## src/rtl/ard_pkg.sv

```systemverilog
// ----------------------------------------------------------------------------
// ard_pkg
// Shared types and codes for the acquisition record deframer: word structs,
// layout, format and status codes, marker bytes, minimum record sizes.
// ----------------------------------------------------------------------------
package ard_pkg;

   // Input word: one record byte plus the final-byte flag
   typedef struct packed {
      logic [7:0] data_byte;
      logic       end_of_record;
   } ard_req_type;

   // Result word
   typedef struct packed {
      logic        result_kind;
      logic [63:0] sample_bits;
      logic [1:0]  sample_format;
      logic [15:0] channel_number;
      logic        channel_known;
      logic [47:0] timestamp_seconds;
      logic [2:0]  record_status;
      logic        last_result;
   } ard_rsp_type;

   // Up to two results produced by one input byte
   typedef struct packed {
      logic        sample_valid;
      logic        end_valid;
      ard_rsp_type sample_rsp;
      ard_rsp_type end_rsp;
   } ard_emit_type;

   // Result kinds
   localparam logic KIND_SAMPLE = 1'b0;
   localparam logic KIND_END    = 1'b1;

   // Layout codes
   localparam logic [1:0] LAYOUT_NONE    = 2'd0;
   localparam logic [1:0] LAYOUT_DA      = 2'd1;
   localparam logic [1:0] LAYOUT_AB      = 2'd2;
   localparam logic [1:0] LAYOUT_UNKNOWN = 2'd3;

   // Sample format codes
   localparam logic [1:0] FMT_INT16   = 2'd0;
   localparam logic [1:0] FMT_INT32   = 2'd1;
   localparam logic [1:0] FMT_FLOAT32 = 2'd2;
   localparam logic [1:0] FMT_FLOAT64 = 2'd3;

   // Record status codes
   localparam logic [2:0] ST_OK          = 3'd0;
   localparam logic [2:0] ST_TOO_SMALL   = 3'd1;
   localparam logic [2:0] ST_UNKNOWN     = 3'd2;
   localparam logic [2:0] ST_BAD_HEADER  = 3'd3;
   localparam logic [2:0] ST_BAD_MARKER  = 3'd4;
   localparam logic [2:0] ST_BAD_FORMAT  = 3'd5;
   localparam logic [2:0] ST_PAST_END    = 3'd6;

   // Marker bytes
   localparam logic [7:0] SYNC_DA   = 8'hDA;
   localparam logic [7:0] SYNC_AB   = 8'hAB;
   localparam logic [7:0] TAG_HDR   = 8'h01;
   localparam logic [7:0] TAG_DATA  = 8'h02;
   localparam logic [7:0] FMT_LIMIT = 8'h03;

   // Byte position counter saturates well above every header threshold
   localparam int POS_W = 6;
   localparam logic [POS_W-1:0] POS_MAX = '1;

   // Minimum record sizes
   localparam logic [POS_W-1:0] MIN_DA      = 6'd12;
   localparam logic [POS_W-1:0] MIN_AB      = 6'd37;
   localparam logic [POS_W-1:0] MIN_UNKNOWN = 6'd2;

   // Result queue depth
   localparam int QUEUE_DEPTH = 4;

endpackage

```

## src/rtl/ard_parse.sv

```systemverilog
// ----------------------------------------------------------------------------
// ard_parse
// Record state registers and the per-byte parse step: header checks, field
// collection, sample assembly and end-of-record status.
// ----------------------------------------------------------------------------
module ard_parse (
   input  logic                 clock,
   input  logic                 reset,
   input  logic                 fire,
   input  ard_pkg::ard_req_type req,
   output ard_pkg::ard_emit_type emit
);
   import ard_pkg::*;

   // Header byte positions
   localparam logic [POS_W-1:0] P_TAG       = 6'd1;
   localparam logic [POS_W-1:0] DA_TS_LO    = 6'd6;
   localparam logic [POS_W-1:0] DA_TS_HI    = 6'd11;
   localparam logic [POS_W-1:0] DA_MARK0    = 6'd17;
   localparam logic [POS_W-1:0] DA_MARK1    = 6'd18;
   localparam logic [POS_W-1:0] DA_LEN_LO   = 6'd19;
   localparam logic [POS_W-1:0] DA_LEN_HI   = 6'd22;
   localparam logic [POS_W-1:0] DA_FMT      = 6'd23;
   localparam logic [POS_W-1:0] DA_DATA     = 6'd24;
   localparam logic [POS_W-1:0] AB_CH_LO    = 6'd6;
   localparam logic [POS_W-1:0] AB_CH_HI    = 6'd7;
   localparam logic [POS_W-1:0] AB_CH_DONE  = 6'd8;
   localparam logic [POS_W-1:0] AB_TS_LO    = 6'd10;
   localparam logic [POS_W-1:0] AB_TS_HI    = 6'd15;
   localparam logic [POS_W-1:0] AB_MARK0    = 6'd21;
   localparam logic [POS_W-1:0] AB_MARK1    = 6'd22;
   localparam logic [POS_W-1:0] AB_LEN_LO   = 6'd23;
   localparam logic [POS_W-1:0] AB_LEN_HI   = 6'd26;
   localparam logic [POS_W-1:0] AB_DATA     = 6'd27;

   // Sample byte index at which a sample is complete (wraps for 8 bytes)
   function automatic logic [2:0] sample_end_idx(input logic [1:0] fmt);
      logic [2:0] idx;
      case (fmt)
         FMT_INT16:   idx = 3'd2;
         FMT_FLOAT64: idx = 3'd0;
         default:     idx = 3'd4;
      endcase
      return idx;
   endfunction

   // Length rounded down to whole samples
   function automatic logic [31:0] align_len(input logic [31:0] len,
                                             input logic [1:0]  fmt);
      logic [31:0] res;
      case (fmt)
         FMT_INT16:   res = {len[31:1], 1'b0};
         FMT_FLOAT64: res = {len[31:3], 3'b000};
         default:     res = {len[31:2], 2'b00};
      endcase
      return res;
   endfunction

   // Sign-extend integers, pass floats as raw bits
   function automatic logic [63:0] sample_value(input logic [63:0] raw,
                                                input logic [1:0]  fmt);
      logic [63:0] res;
      case (fmt)
         FMT_INT16:   res = {{48{raw[15]}}, raw[15:0]};
         FMT_INT32:   res = {{32{raw[31]}}, raw[31:0]};
         FMT_FLOAT32: res = {32'd0, raw[31:0]};
         default:     res = raw;
      endcase
      return res;
   endfunction

   logic [POS_W-1:0] pos_ff,    pos_in,    n_pos;
   logic [1:0]       layout_ff, layout_in, n_layout;
   logic [31:0]      dlen_ff,   dlen_in,   n_dlen;
   logic [31:0]      dleft_ff,  dleft_in,  n_dleft;
   logic [47:0]      ts_ff,     ts_in,     n_ts;
   logic [15:0]      ch_ff,     ch_in,     n_ch;
   logic [63:0]      smp_ff,    smp_in,    n_smp;
   logic [2:0]       sidx_ff,   sidx_in,   n_sidx;
   logic [1:0]       fmt_ff,    fmt_in,    n_fmt;
   logic [2:0]       err_ff,    err_in,    n_err;

   logic [7:0]       b;
   logic             data_phase;
   logic [63:0]      shifted;
   logic             smp_emit;
   logic [63:0]      smp_val;
   logic             known;
   logic [POS_W-1:0] min_len;
   logic [2:0]       status;

   assign b = req.data_byte;

   // Parse step
   always_comb begin
      n_pos      = (pos_ff == POS_MAX) ? pos_ff : pos_ff + 6'd1;
      n_layout   = layout_ff;
      n_dlen     = dlen_ff;
      n_dleft    = dleft_ff;
      n_ts       = ts_ff;
      n_ch       = ch_ff;
      n_smp      = smp_ff;
      n_sidx     = sidx_ff;
      n_fmt      = fmt_ff;
      n_err      = err_ff;
      data_phase = 1'b0;
      shifted    = {smp_ff[55:0], b};
      smp_emit   = 1'b0;
      smp_val    = '0;

      // header
      if (pos_ff == '0) begin
         if (b == SYNC_DA) begin
            n_layout = LAYOUT_DA;
         end else if (b == SYNC_AB) begin
            n_layout = LAYOUT_AB;
         end else begin
            n_layout = LAYOUT_UNKNOWN;
            n_err    = ST_UNKNOWN;
         end
      end else if (err_ff == ST_OK && layout_ff == LAYOUT_DA) begin
         if (pos_ff == P_TAG) begin
            if (b != TAG_HDR) n_err = ST_BAD_HEADER;
         end else if (pos_ff >= DA_TS_LO && pos_ff <= DA_TS_HI) begin
            n_ts = {ts_ff[39:0], b};
         end else if (pos_ff == DA_MARK0) begin
            if (b != SYNC_DA) n_err = ST_BAD_MARKER;
         end else if (pos_ff == DA_MARK1) begin
            if (b != TAG_DATA) n_err = ST_BAD_MARKER;
         end else if (pos_ff >= DA_LEN_LO && pos_ff <= DA_LEN_HI) begin
            n_dlen = {dlen_ff[23:0], b};
         end else if (pos_ff == DA_FMT) begin
            if (b > FMT_LIMIT) begin
               n_err = ST_BAD_FORMAT;
            end else begin
               n_fmt   = b[1:0];
               n_dleft = align_len(dlen_ff, b[1:0]);
            end
         end else if (pos_ff >= DA_DATA) begin
            data_phase = 1'b1;
         end
      end else if (err_ff == ST_OK && layout_ff == LAYOUT_AB) begin
         if (pos_ff == P_TAG) begin
            if (b != TAG_HDR) n_err = ST_BAD_HEADER;
         end else if (pos_ff == AB_CH_LO || pos_ff == AB_CH_HI) begin
            n_ch = {ch_ff[7:0], b};
         end else if (pos_ff >= AB_TS_LO && pos_ff <= AB_TS_HI) begin
            n_ts = {ts_ff[39:0], b};
         end else if (pos_ff == AB_MARK0) begin
            if (b != SYNC_AB) n_err = ST_BAD_MARKER;
         end else if (pos_ff == AB_MARK1) begin
            if (b != TAG_DATA) n_err = ST_BAD_MARKER;
         end else if (pos_ff >= AB_LEN_LO && pos_ff <= AB_LEN_HI) begin
            n_dlen = {dlen_ff[23:0], b};
            if (pos_ff == AB_LEN_HI) begin
               n_dleft = {dlen_ff[23:0], b};
               n_fmt   = FMT_INT16;
            end
         end else if (pos_ff >= AB_DATA) begin
            data_phase = 1'b1;
         end
      end

      // sample assembly
      if (data_phase && dleft_ff != '0) begin
         n_dleft = dleft_ff - 32'd1;
         n_sidx  = sidx_ff + 3'd1;
         n_smp   = shifted;
         if (n_sidx == sample_end_idx(fmt_ff)) begin
            smp_emit = 1'b1;
            smp_val  = sample_value(shifted, fmt_ff);
            n_smp    = '0;
            n_sidx   = '0;
         end
      end
   end

   // End-of-record status
   always_comb begin
      case (n_layout)
         LAYOUT_DA: min_len = MIN_DA;
         LAYOUT_AB: min_len = MIN_AB;
         default:   min_len = MIN_UNKNOWN;
      endcase
      if (n_pos < min_len) begin
         status = ST_TOO_SMALL;
      end else if (n_err != ST_OK) begin
         status = n_err;
      end else if (n_layout == LAYOUT_DA && n_pos <= DA_MARK1) begin
         status = ST_BAD_MARKER;
      end else if (n_layout == LAYOUT_DA && n_pos <= DA_FMT) begin
         status = ST_PAST_END;
      end else if (n_dleft != '0) begin
         status = ST_PAST_END;
      end else begin
         status = ST_OK;
      end
   end

   // Result words
   assign known = (n_layout == LAYOUT_AB) && (n_pos >= AB_CH_DONE) &&
                  (n_err != ST_BAD_HEADER);

   always_comb begin
      emit.sample_valid                 = fire && smp_emit;
      emit.end_valid                    = fire && req.end_of_record;

      emit.sample_rsp.result_kind       = KIND_SAMPLE;
      emit.sample_rsp.sample_bits       = smp_val;
      emit.sample_rsp.sample_format     = fmt_ff;
      emit.sample_rsp.channel_number    = known ? n_ch : 16'd0;
      emit.sample_rsp.channel_known     = known;
      emit.sample_rsp.timestamp_seconds = n_ts;
      emit.sample_rsp.record_status     = ST_OK;
      emit.sample_rsp.last_result       = !req.end_of_record;

      emit.end_rsp.result_kind          = KIND_END;
      emit.end_rsp.sample_bits          = '0;
      emit.end_rsp.sample_format        = FMT_INT16;
      emit.end_rsp.channel_number       = known ? n_ch : 16'd0;
      emit.end_rsp.channel_known        = known;
      emit.end_rsp.timestamp_seconds    = n_ts;
      emit.end_rsp.record_status        = status;
      emit.end_rsp.last_result          = 1'b1;
   end

   // Next state: hold when idle, clear after the final byte
   always_comb begin
      pos_in    = pos_ff;
      layout_in = layout_ff;
      dlen_in   = dlen_ff;
      dleft_in  = dleft_ff;
      ts_in     = ts_ff;
      ch_in     = ch_ff;
      smp_in    = smp_ff;
      sidx_in   = sidx_ff;
      fmt_in    = fmt_ff;
      err_in    = err_ff;
      if (fire) begin
         if (req.end_of_record) begin
            pos_in    = '0;
            layout_in = LAYOUT_NONE;
            dlen_in   = '0;
            dleft_in  = '0;
            ts_in     = '0;
            ch_in     = '0;
            smp_in    = '0;
            sidx_in   = '0;
            fmt_in    = FMT_INT16;
            err_in    = ST_OK;
         end else begin
            pos_in    = n_pos;
            layout_in = n_layout;
            dlen_in   = n_dlen;
            dleft_in  = n_dleft;
            ts_in     = n_ts;
            ch_in     = n_ch;
            smp_in    = n_smp;
            sidx_in   = n_sidx;
            fmt_in    = n_fmt;
            err_in    = n_err;
         end
      end
   end

   // State registers
   always_ff @(posedge clock) begin
      if (reset) begin
         pos_ff    <= '0;
         layout_ff <= LAYOUT_NONE;
         dlen_ff   <= '0;
         dleft_ff  <= '0;
         ts_ff     <= '0;
         ch_ff     <= '0;
         smp_ff    <= '0;
         sidx_ff   <= '0;
         fmt_ff    <= FMT_INT16;
         err_ff    <= ST_OK;
      end else begin
         pos_ff    <= pos_in;
         layout_ff <= layout_in;
         dlen_ff   <= dlen_in;
         dleft_ff  <= dleft_in;
         ts_ff     <= ts_in;
         ch_ff     <= ch_in;
         smp_ff    <= smp_in;
         sidx_ff   <= sidx_in;
         fmt_ff    <= fmt_in;
         err_ff    <= err_in;
      end
   end

endmodule

```

## src/rtl/ard_queue.sv

```systemverilog
// ----------------------------------------------------------------------------
// ard_queue
// Small result queue: takes up to two result words per cycle, hands one word
// per cycle to the result channel while rsp_stall is low, and stalls the
// input while fewer than two slots are free.
// ----------------------------------------------------------------------------
module ard_queue #(
   parameter int DEPTH = ard_pkg::QUEUE_DEPTH
) (
   input  logic                  clock,
   input  logic                  reset,
   input  ard_pkg::ard_emit_type emit,
   output logic                  full2,
   output logic                  rsp_valid,
   input  logic                  rsp_stall,
   output ard_pkg::ard_rsp_type  rsp_data
);
   import ard_pkg::*;

   localparam int PTR_W = $clog2(DEPTH);
   localparam int CNT_W = $clog2(DEPTH + 1);
   localparam logic [CNT_W-1:0] ROOM_LIMIT = CNT_W'(DEPTH - 2);

   ard_rsp_type      slot_ff [DEPTH];
   logic [PTR_W-1:0] wr_ff, wr_in;
   logic [PTR_W-1:0] rd_ff, rd_in;
   logic [CNT_W-1:0] cnt_ff, cnt_in;
   logic             pop;
   logic [1:0]       push_n;
   logic [PTR_W-1:0] end_slot;

   // Pointer advance, wraps at the queue depth
   function automatic logic [PTR_W-1:0] ptr_add(input logic [PTR_W-1:0] ptr,
                                                input logic [1:0]       step);
      logic [PTR_W:0] sum;
      sum = {1'b0, ptr} + (PTR_W+1)'(step);
      if (sum >= (PTR_W+1)'(DEPTH)) sum = sum - (PTR_W+1)'(DEPTH);
      return sum[PTR_W-1:0];
   endfunction

   assign pop       = rsp_valid && !rsp_stall;
   assign push_n    = {1'b0, emit.sample_valid} + {1'b0, emit.end_valid};
   assign end_slot  = emit.sample_valid ? ptr_add(wr_ff, 2'd1) : wr_ff;
   assign rsp_valid = cnt_ff != '0;
   assign rsp_data  = slot_ff[rd_ff];
   assign full2     = cnt_ff > ROOM_LIMIT;

   // Pointer and count update
   always_comb begin
      wr_in  = ptr_add(wr_ff, push_n);
      rd_in  = pop ? ptr_add(rd_ff, 2'd1) : rd_ff;
      cnt_in = cnt_ff + CNT_W'(push_n) - CNT_W'(pop);
   end

   always_ff @(posedge clock) begin
      if (reset) begin
         wr_ff  <= '0;
         rd_ff  <= '0;
         cnt_ff <= '0;
      end else begin
         wr_ff  <= wr_in;
         rd_ff  <= rd_in;
         cnt_ff <= cnt_in;
      end
   end

   // Slot storage
   always_ff @(posedge clock) begin
      if (emit.sample_valid) slot_ff[wr_ff] <= emit.sample_rsp;
      if (emit.end_valid)    slot_ff[end_slot] <= emit.end_rsp;
   end

endmodule

```

## src/rtl/acquisition_record_deframer.sv

```systemverilog
// ----------------------------------------------------------------------------
// acquisition_record_deframer
// Splits one acquisition record byte stream into sample words and an
// end-of-record status word.
// ----------------------------------------------------------------------------
// Usage:
//   req_ channel carries one record byte per word, end_of_record set on the
//   final byte. The first byte picks layout 0xDA or 0xAB; markers are checked
//   and timestamp, channel and data length are collected from the header.
//   rsp_ channel returns one word per whole sample (kind 0) and, for the
//   final byte, an end word (kind 1) with the record status; last_result
//   flags the last word caused by each byte.
//   A byte's first result is on rsp_ the cycle after it is accepted when the
//   queue is empty; words already queued ahead of it are handed out first.
//   Throughput: one byte per cycle while req_stall is low. The parse step is a
//   single pass between the record state registers and a 4-entry result
//   queue; the queue drains one word per cycle while rsp_stall is low, so a
//   byte that yields two words (final sample plus end word) leaves one extra
//   word queued. req_stall rises while the queue has fewer than two free
//   entries, so a stalled rsp_ side backs up into req_ without losing words.
//   Reset clears the record state and empties the queue; state also returns
//   to its reset values after every final byte.
// ----------------------------------------------------------------------------
module acquisition_record_deframer #(
   parameter int QueueDepth = ard_pkg::QUEUE_DEPTH
) (
   input  logic                 clock,
   input  logic                 reset,
   input  logic                 req_valid,
   output logic                 req_stall,
   input  ard_pkg::ard_req_type req_data,
   output logic                 rsp_valid,
   input  logic                 rsp_stall,
   output ard_pkg::ard_rsp_type rsp_data
);
   import ard_pkg::*;

   logic         fire;
   logic         full2;
   ard_emit_type emit;

   assign req_stall = full2;
   assign fire      = req_valid && !req_stall;

   // Parse step and record state
   ard_parse u_parse (
      .clock (clock),
      .reset (reset),
      .fire  (fire),
      .req   (req_data),
      .emit  (emit)
   );

   // Result queue
   ard_queue #(
      .DEPTH (QueueDepth)
   ) u_queue (
      .clock     (clock),
      .reset     (reset),
      .emit      (emit),
      .full2     (full2),
      .rsp_valid (rsp_valid),
      .rsp_stall (rsp_stall),
      .rsp_data  (rsp_data)
   );

   // Assertions
   a_empty_no_stall: assert property (@(posedge clock) disable iff (reset)
      !rsp_valid |-> !req_stall)
      else $error("input stalled with empty result queue");

   a_end_is_last: assert property (@(posedge clock) disable iff (reset)
      rsp_valid && rsp_data.result_kind == KIND_END |-> rsp_data.last_result)
      else $error("end word without last_result");

   a_sample_ok: assert property (@(posedge clock) disable iff (reset)
      rsp_valid && rsp_data.result_kind == KIND_SAMPLE
      |-> rsp_data.record_status == ST_OK)
      else $error("sample word carries a status");

   a_end_follows: assert property (@(posedge clock) disable iff (reset)
      fire && req_data.end_of_record |=> rsp_valid)
      else $error("no result after final byte");

endmodule
```

## config.mk

```make
export PLATFORM = sky130hd
export DESIGN_NAME = acquisition_record_deframer
export DESIGN_NICKNAME = d
export VERILOG_FILES = /design/src/rtl/ard_pkg.sv /design/src/rtl/ard_parse.sv /design/src/rtl/ard_queue.sv /design/src/rtl/acquisition_record_deframer.sv
export SDC_FILE = /design/constraint.sdc
export NUM_CORES = 2
export LEC_CHECK = 0
export ABC_AREA = 1
export CORE_UTILIZATION = 60
export DETAILED_ROUTE_END_ITERATION = 8
export DONT_BUFFER_PORTS = 1
export PLACE_DENSITY = 0.76
export SETUP_SLACK_MARGIN = 0.5
export SYNTH_ARGS = -nofsm -noshare
export SYNTH_HDL_FRONTEND = slang
export SYNTH_SLANG_ARGS = --single-unit
```

## constraint.sdc

```tcl
create_clock -name clock -period 10.45 [get_ports clock]
set_clock_uncertainty 0.15 [all_clocks]
set_input_delay 0.5225 -clock clock [delete_from_list [all_inputs] [get_ports clock]]
set_output_delay 0.5225 -clock clock [all_outputs]
set_load 0.01 [all_outputs]
```

==> summary.md <==
| Metric | Value |
|---|---|
| # Max-Cap Violations | 0 |
| CP top delay family | buffers and inverters |
| Mapped Area | around 0.035 sq mm |
| Post-layout util | 0.663 |
| Required time of the critical path | 10.76 ns |
| Worst setup margin | approximately 3.6 ns |
| DR vias | 31.1k |
| Top Layer Used | met4 |
| Place WS | 3.72 ns |
| Post-DR wirelength/cell | 19.5 microns |
| #FFs+latches synth | approximately 750 |
| Post-synthesis mux area share | 0 |
| Vias per Instance | 5.97 |
| Final-report max-slew violation count | 0 |
| Most frequent cells in the layout | nand2_1, nor2_1, dfxtp_1 |
| CTS H-tree depth | 3 |
| Setup TNS | 0 ns |
| Status | finished, final reports clean |
| Reg-to-reg slack, setup | roughly 3.6 ns |
| Vias in the first global route | between 20k and 30k |
| GRT overflow | 0 |
| Met3 wire len | between 10 and 15 mm |
| DRC Markers | 0 |
| Pin count of the biggest net entering global routing | 190 |
| Pre-Repair DR Iteration Count | 5 |
| RSZ-0062 raised after global routing | no |
| Tot Pwr | ~7.5 mW |
| N_diodes | 0 |
| Fmax achieved | 0.147 GHz |
| Fraction of synthesized cell area in xor and xnor cells | 0.00581 |
| Area grow syn2layout | 8.42% |
| Clk Latency, worst-skew pair | 0.63 ns |
| Syn nets | 4622 |
| Warnings, synthesis | 0 |
| Most common cell after layout, fill and taps aside | nand2_1 |
| GPL Wtd Cong | 0.969 |
| CP max stage delay | 0.69 ns |
| Worst Path Max Fanout | 80 |
| PD cells | 199 mW/mm^2 |
| Routed wire length | roughly 100 mm |
| Sequential-to-total area share from yosys stat | 0.513 |
| Initial antenna violation count | 0 |
| Slew margin rel. | 0.233 |
| Residual antenna-violating net count after detailed routing | 0 |
| Mapped Cells | 4577 |
| Stages on worst setup path | 21 |
| Syn_area_per_cell | roughly 7.6 sq um |
| Crit-path most repeated cell | nand2_1 |
| FF-to-FF path depth | 21 |
| Final net count | around 4.4k |
| I/O Pins | 151 |
| Die W | 242 microns |
| HP Class | in -> reg |
| Post-synth EDFFs | around 270 |
| Final setup viols | 0 |
| Main combinational cell family by area after synthesis | simple AND/OR/NAND/NOR gates |
| Placed cell area | 0.0348 sq mm |
| GRT Util Overall | 0.339 |
| Final min period | a little under 7 ns |
| CTS tree | done |
| Placed cells | 5058 |
| Post-route cell area | 0.0376 sq mm |
| Top_reg_cell synth | dfxtp_1 |
| Post-Layout Cell Count | between 5k and 6k |
| CTS Sinks | 753 |
| Reg clk slew, reported paths | approximately 0.060 ns |
| Simple-Gate Fraction of Synth Area | 0.231 |
| Crit path DAT | 7.13 ns |
| First-pass GRT wire length | around 160 mm |
| Core Box Area | 0.0567 sq mm |
| Fin. Hold Viols | 0 |
| Hold Crit Depth | 3 |
| Cell Chain, Critical Path | inv_1 -> ha_1 -> inv_1 -> nor2_1 -> nand2_1 -> buf_4 -> nand2_1 -> nand2_1 -> nand3b_1 -> nand2_1 -> nand2_1 -> nor3_4 -> nand2_4 -> inv_2 -> buf_4 -> nor2_4 -> buf_4 -> inv_2 -> buf_4 -> nand2_1 -> nor2_1 |
| Die height | 242 microns |
| Post-synthesis async set-or-reset flop share | 0 |
| Critical setup path kind | reg -> reg |
| Die area | 0.0587 sq mm |
| Final worst-path cycle share | 0.652 |
| Clk root buf | clkbuf_16 |
| Adder-Cell Fraction of Synth Area | 0.0118 |
| Buf/Inv on CP | 8 |
| Initial core utilization | 0.611 |
| Compound-Gate Fraction of Synth Area | 0.172 |
| Share of layout cells above drive strength 1 | 0.0479 |
| Critical-path top delay cell | nand2_4 |
| WL met1 | between 40 and 50 mm |
| Max VDD drop | 0.149 mV |
| Synth cell types | 37 |
| Starting DRT DRC Count | 3856 |
| WHS | approximately 0.058 ns |
| Slew @ Worst Pin | between 1 and 1.5 ns |
| Critical Path Source Type | flop |
| CTS Buf Count | 78 |
| Hpwl dp | 57.2 mm |
| Port Buffers | 0 |
| Crit path capture type | flop |
| Rows | 87 |
| # resized after CTS | 0 |
| Leakage | between 10 and 15 nW |
| Clock Tree Buf Depth | 3 |
| Met2 WL | 46.7 mm |
-- layer usage --
| metal | vias up | GRT usage |
|---|---|---|
| met5 | - | 0 |
| met4 | 0 | 0.115 |
| met3 | 218 | 0.0630 |
| met2 | 1584 | 0.546 |
| met1 | 14548 | 0.459 |
| li1 | 14749 | - |
-- where the power goes --
group / total, mW / internal, mW / switching (mW)
registers: 3.16 / 3.11 / 0.0544
logic: 1.45 / 0.324 / 1.13
clock network: 2.87 / 1.71 / 1.16
total: 7.48 / 5.15 / 2.34
-- synth_stat cells (all sizes together) (5+ instances only) --
library cell	number	area [sq um]
a211oi	18	135
a21oi	452	2260
a2bb2oi	13	114
buf	59	269
clkbuf	259	972
clkinv	9	33.8
dfxtp	481	9630
edfxtp	272	8170
ha	31	388
inv	270	1010
nand2	1084	4070
nand3	124	626
nand3b	5	37.5
nand4	18	113
nor2	802	3030
nor3	10	61.3
o211ai	11	82.6
o21ai	435	2180
o22ai	176	1100
or2	10	62.6
xor2	21	184
-- worst reg2reg max path, cell delays in order, from the launching register on --
cell	delay, ns
dfxtp_1	0.46
inv_1	0.14
ha_1	0.22
inv_1	0.09
nor2_1	0.06
nand2_1	0.05
buf_4	0.32
nand2_1	0.10
nand2_1	0.11
nand3b_1	0.08
nand2_1	0.14
nand2_1	0.16
nor3_4	0.50
nand2_4	0.69
inv_2	0.21
buf_4	0.66
nor2_4	0.07
buf_4	0.36
inv_2	0.54
buf_4	0.68
nand2_1	0.62
nor2_1	0.26
-- kinds of logic (layout without fill, tap and decap cells) --
| kind of cell | Yosys count | in the layout |
|---|---|---|
| flops | 753 | 753 |
| fa+ha+maj | 32 | 32 |
| buf+inv | 597 | 470 |
| compound gates | 1115 | 1115 |
| xor+xnor | 23 | 23 |
| simple gates | 2057 | 2057 |
-- flip-flops by register name (all words and copies together) (netlist names), named ones only --
name               flops
u_parse.smp_ff        56
u_parse.err_ff         3
u_parse.fmt_ff         2
u_queue.slot_ff      544
u_parse.ts_ff         48
u_parse.ch_ff         16
u_parse.pos_ff         6
u_parse.dlen_ff       32
u_queue.rd_ff          2
u_queue.wr_ff          2
u_queue.cnt_ff         3
u_parse.sidx_ff        3
u_parse.dleft_ff      32
u_parse.layout_ff      2
-- final timing paths --
path / from / end
worst min-delay path: req_data[0] / u_parse.smp_ff[1]$_SDFFE_PP0P_
worst max register to register: u_parse.pos_ff[0]$_SDFFE_PP0P_ / u_queue.slot_ff[3][56]$_DFFE_PP_
worst max-delay path: u_parse.pos_ff[0]$_SDFFE_PP0P_ / u_queue.slot_ff[3][56]$_DFFE_PP_
worst min register to register: u_queue.slot_ff[1][135]$_SDFFE_PP1P_ / u_queue.slot_ff[1][135]$_SDFFE_PP1P_
-- cell type report --
type | instances | area, sq um
Fill cell | 4755 | 19100
Sequential cell | 753 | 17800
Multi-Input combinational cell | 3227 | 14700
Clock buffer | 113 | 2280
Inverter | 279 | 1060
Tap cell | 756 | 946
Timing Repair Buffer | 52 | 430
Clock inverter | 26 | 355
-- repair_timing --
| item | in CTS | in global routing |
|---|---|---|
| endpoints found under the hold margin | 204 | 0 |
| hold buffers | 9 | 0 |
| buffers inserted | 0 | 0 |
Note: power is estimated with default switching activity, not from simulation.
